**src/rtl/mpsm_ram.sv**
```systemverilog
// Generic single-write, single-read RAM with registered read data.
module mpsm_ram #(
    parameter int WIDTH = 8,
    parameter int DEPTH = 256
) (
    input  logic                                   aclk,
    input  logic                                   we,
    input  logic [(DEPTH > 1 ? $clog2(DEPTH) : 1)-1:0] waddr,
    input  logic [WIDTH-1:0]                       wdata,
    input  logic [(DEPTH > 1 ? $clog2(DEPTH) : 1)-1:0] raddr,
    output logic [WIDTH-1:0]                       rdata
);

    logic [WIDTH-1:0] mem [DEPTH];
    logic [WIDTH-1:0] rdata_reg;

    always_ff @(posedge aclk) begin
        if (we) begin
            mem[waddr] <= wdata;
        end
        rdata_reg <= mem[raddr];
    end

    assign rdata = rdata_reg;

endmodule
```
**config.mk**
```make
export PLATFORM = sky130hd
export DESIGN_NAME = mpsm_ram
export DESIGN_NICKNAME = d
export VERILOG_FILES = /design/src/rtl/mpsm_ram.sv
export SDC_FILE = /design/constraint.sdc
export NUM_CORES = 2
export LEC_CHECK = 0
export ABC_AREA = 1
export ABC_CLOCK_PERIOD_IN_PS = 2750
export BUFFER_PORTS_ARGS = -buffer_cell sky130_fd_sc_hd__buf_2
export CORE_MARGIN = 1.5
export CORE_UTILIZATION = 35
export CTS_BUF_LIST = sky130_fd_sc_hd__clkbuf_4
export DETAILED_ROUTE_END_ITERATION = 10
export PLACE_DENSITY = 0.49
export SETUP_SLACK_MARGIN = 0.1
export SYNTH_ARGS = -nofsm -noshare
export SYNTH_HDL_FRONTEND = slang
export SYNTH_SLANG_ARGS = --single-unit
```
**constraint.sdc**
```tcl
create_clock -name aclk -period 2.75 [get_ports aclk]
set_clock_uncertainty 0.1 [all_clocks]
set_input_delay 0 -clock aclk [delete_from_list [all_inputs] [get_ports aclk]]
set_output_delay 0 -clock aclk [all_outputs]
set_load 0.005 [all_outputs]
```
==> impl_metrics.tcl <==
set metrics [dict create \
    status "completed" \
    largest_register_ff_count 2048 \
    path_max_fanout 7 \
    wl_met2_um 123000 \
    wl_um 259000 \
    clock_path_buffers 4 \
    synthCells 7003 \
    dr.max_layer_used "met4" \
    fin_crit_sh 0.996 \
    rsz0062_at_grt "yes" \
    grt-ovfl-total 0 \
    hold_violations 0 \
    cts_tree "yes" \
    postRouteAntennaNets 0 \
    worstSetupEndpointType "flip-flop" \
    dpl.hpwl_um 154000 \
    ys_seq_area_frac 0.739 \
    die_area_um2 241000 \
    die_h_um 491 \
    grt_usage 0.211 \
    drc 0 \
    fmax_ghz 0.365 \
    drive_gt1_frac 0.173 \
    cts_setup_buffers 0 \
    initial_core_util 0.351 \
    synth_seq_cells 2056 \
    vias_per_cell 5.13 \
    pin_count 34 \
    p_per_area_nw_per_um2 670 \
    drt_iter0_drc 5317 \
    portBuffers 33 \
    drv_cap 0 \
    grt_first_pass_wirelength_um 381000 \
    wl_met3_um 16600 \
    report.final.slew_viol_count 0 \
    htree_levels 6 \
    wl_met1_um 113000 \
    antenna_found_initial 6 \
    crit_path_start_kind "primary input" \
    fin_cells 11203 \
    synth.net_count 7029 \
    worstMarginPinSlew_ps 1030 \
    gp_congestion 0.843 \
    cts.clk_slew.worst_paths_ps 60 \
    ys_types 14 \
    ctsRootBufferMaster "clkbuf_4" \
    cp.arrival_ps 3680 \
    placed_cells 10204 \
    rows 179 \
    grt_max_degree 101 \
    post-route-min-period_ps 2740 \
    clock-sinks 2056 \
    worstPathRequired_ps 3690 \
    slew_headroom 0.310 \
    avgSynthCellArea_um2 11.9 \
    fin_nets 7703 \
    cts_buffers 558 \
    crit_type "in2reg" \
    wire_per_inst_um 23.1 \
    first_global_vias 57013 \
    vias 57472 \
    areaGrowthSynthToFinish_pct 17.1 \
    setup_viol 0 \
    hold_path_class "in2reg" \
    core_area_um2 237000 \
    ys_warn_count 0 \
    dr.pass1.iters 6 \
    p_leak_uw 0.0351 \
    syn_area_um2 83400 \
    die_x_um 491 \
    setup_tns_ps 0 \
    clkLatencyLatePin_ps 1390 \
    ir_worst_vdd_v 0.000349 \
]
## cell usage in the layout (no fill, tap or decap), types with 3 or more instances in the layout
cell / count
buf_12: 90
buf_16: 8
buf_2: 20
buf_4: 395
buf_8: 11
bufinv_16: 8
clkbuf_4: 806
clkinv_1: 72
clkinv_2: 11
dfxtp_1: 8
diode_2: 5
dlygate4sd3_1: 72
edfxtp_1: 2048
inv_1: 33
inv_2: 18
nand2_1: 2110
nand2_2: 12
nand3_1: 2016
nor2_1: 280
nor2_2: 3
## final cells by class
class | instances | area (um2)
Sequential cell | 2056 | 61700
Timing Repair Buffer | 597 | 5980
Clock buffer | 806 | 6050
Antenna cell | 5 | 12.5
Tap cell | 3167 | 3960
Multi-Input combinational cell | 4425 | 19200
Fill cell | 22760 | 140000
Inverter | 39 | 180
Clock inverter | 108 | 633
## cell families (layout without fill, tap and decap cells)
family | Yosys count | after routing | share of synthesized area
simple gates | 4425 | 4425 | 0.229
buf+inv | 522 | 1550 | 0.0312
flops | 2056 | 2056 | 0.739
other cells | 0 | 5 | 0
## cell usage after synthesis
cell type  instances  area [um2]
dfxtp_1            8         160
inv_2              2        7.51
buf_6             16         180
edfxtp_1        2048       61500
nand3_1         2019       10100
nand2_1         2123        7970
clkbuf_1         112         420
buf_4             46         345
buf_2            268        1340
nor2_1           283        1060
inv_4              1        6.26
inv_1             36         135
buf_1             40         150
buf_8              1        15.0
## layer usage
layer  vias up  track usage
met5         -            0
met4         0       0.0707
met3       348       0.0395
met2      2099        0.338
met1     28464        0.290
li1      26561            -
## critical path, stage by stage
cell and delay, ps:
dlygate4sd3_1 570, buf_2 140, dlygate4sd3_1 590, nor2_1 150, dlygate4sd3_1 580, inv_1 80
nor2_1 340, nand2_4 280, nor2_1 150, dlygate4sd3_1 590, buf_4 180
## repair_timing
| item | in CTS | in global routing |
|---|---|---|
| setup endpoints to repair | 0 | 34 |
| hold endpoints to repair | 4104 | 2 |
| hold buffers | 81 | 1 |
| gates resized for setup | 0 | 9 |
## where the power goes
group	total (uW)	internal, uW	switching, uW
combinational	4450	1220	3230
sequential	34600	34500	34.6
clock	26500	14100	12400
## final timing paths
check	start	end	slack, ps	depth (start not counted)
hold / removal	wdata[7]	mem[138][7]	180	4
setup reg to reg	mem[149][3]	rdata[3]	220	12
setup / recovery	waddr[2]	mem[11][7]	10	11
hold reg to reg	mem[148][1]	rdata[1]	850	10
## per-stage QoR
step                total power [uW]  cell area, um2  hold slack, ps  worst slack (ps)   util
finish                         65500           97700             175              12.0  0.411
global route                   68100           97700            75.8              18.4  0.411
CTS                            66300           97600            6.31               148  0.411
detailed placement             39600           90000             313              63.0  0.379
global placement               39600           90000             319              52.8  0.379
floorplan                      37400           83400           -1.13              1160      -
No activity file was read; power rests on OpenSTA's default activity.
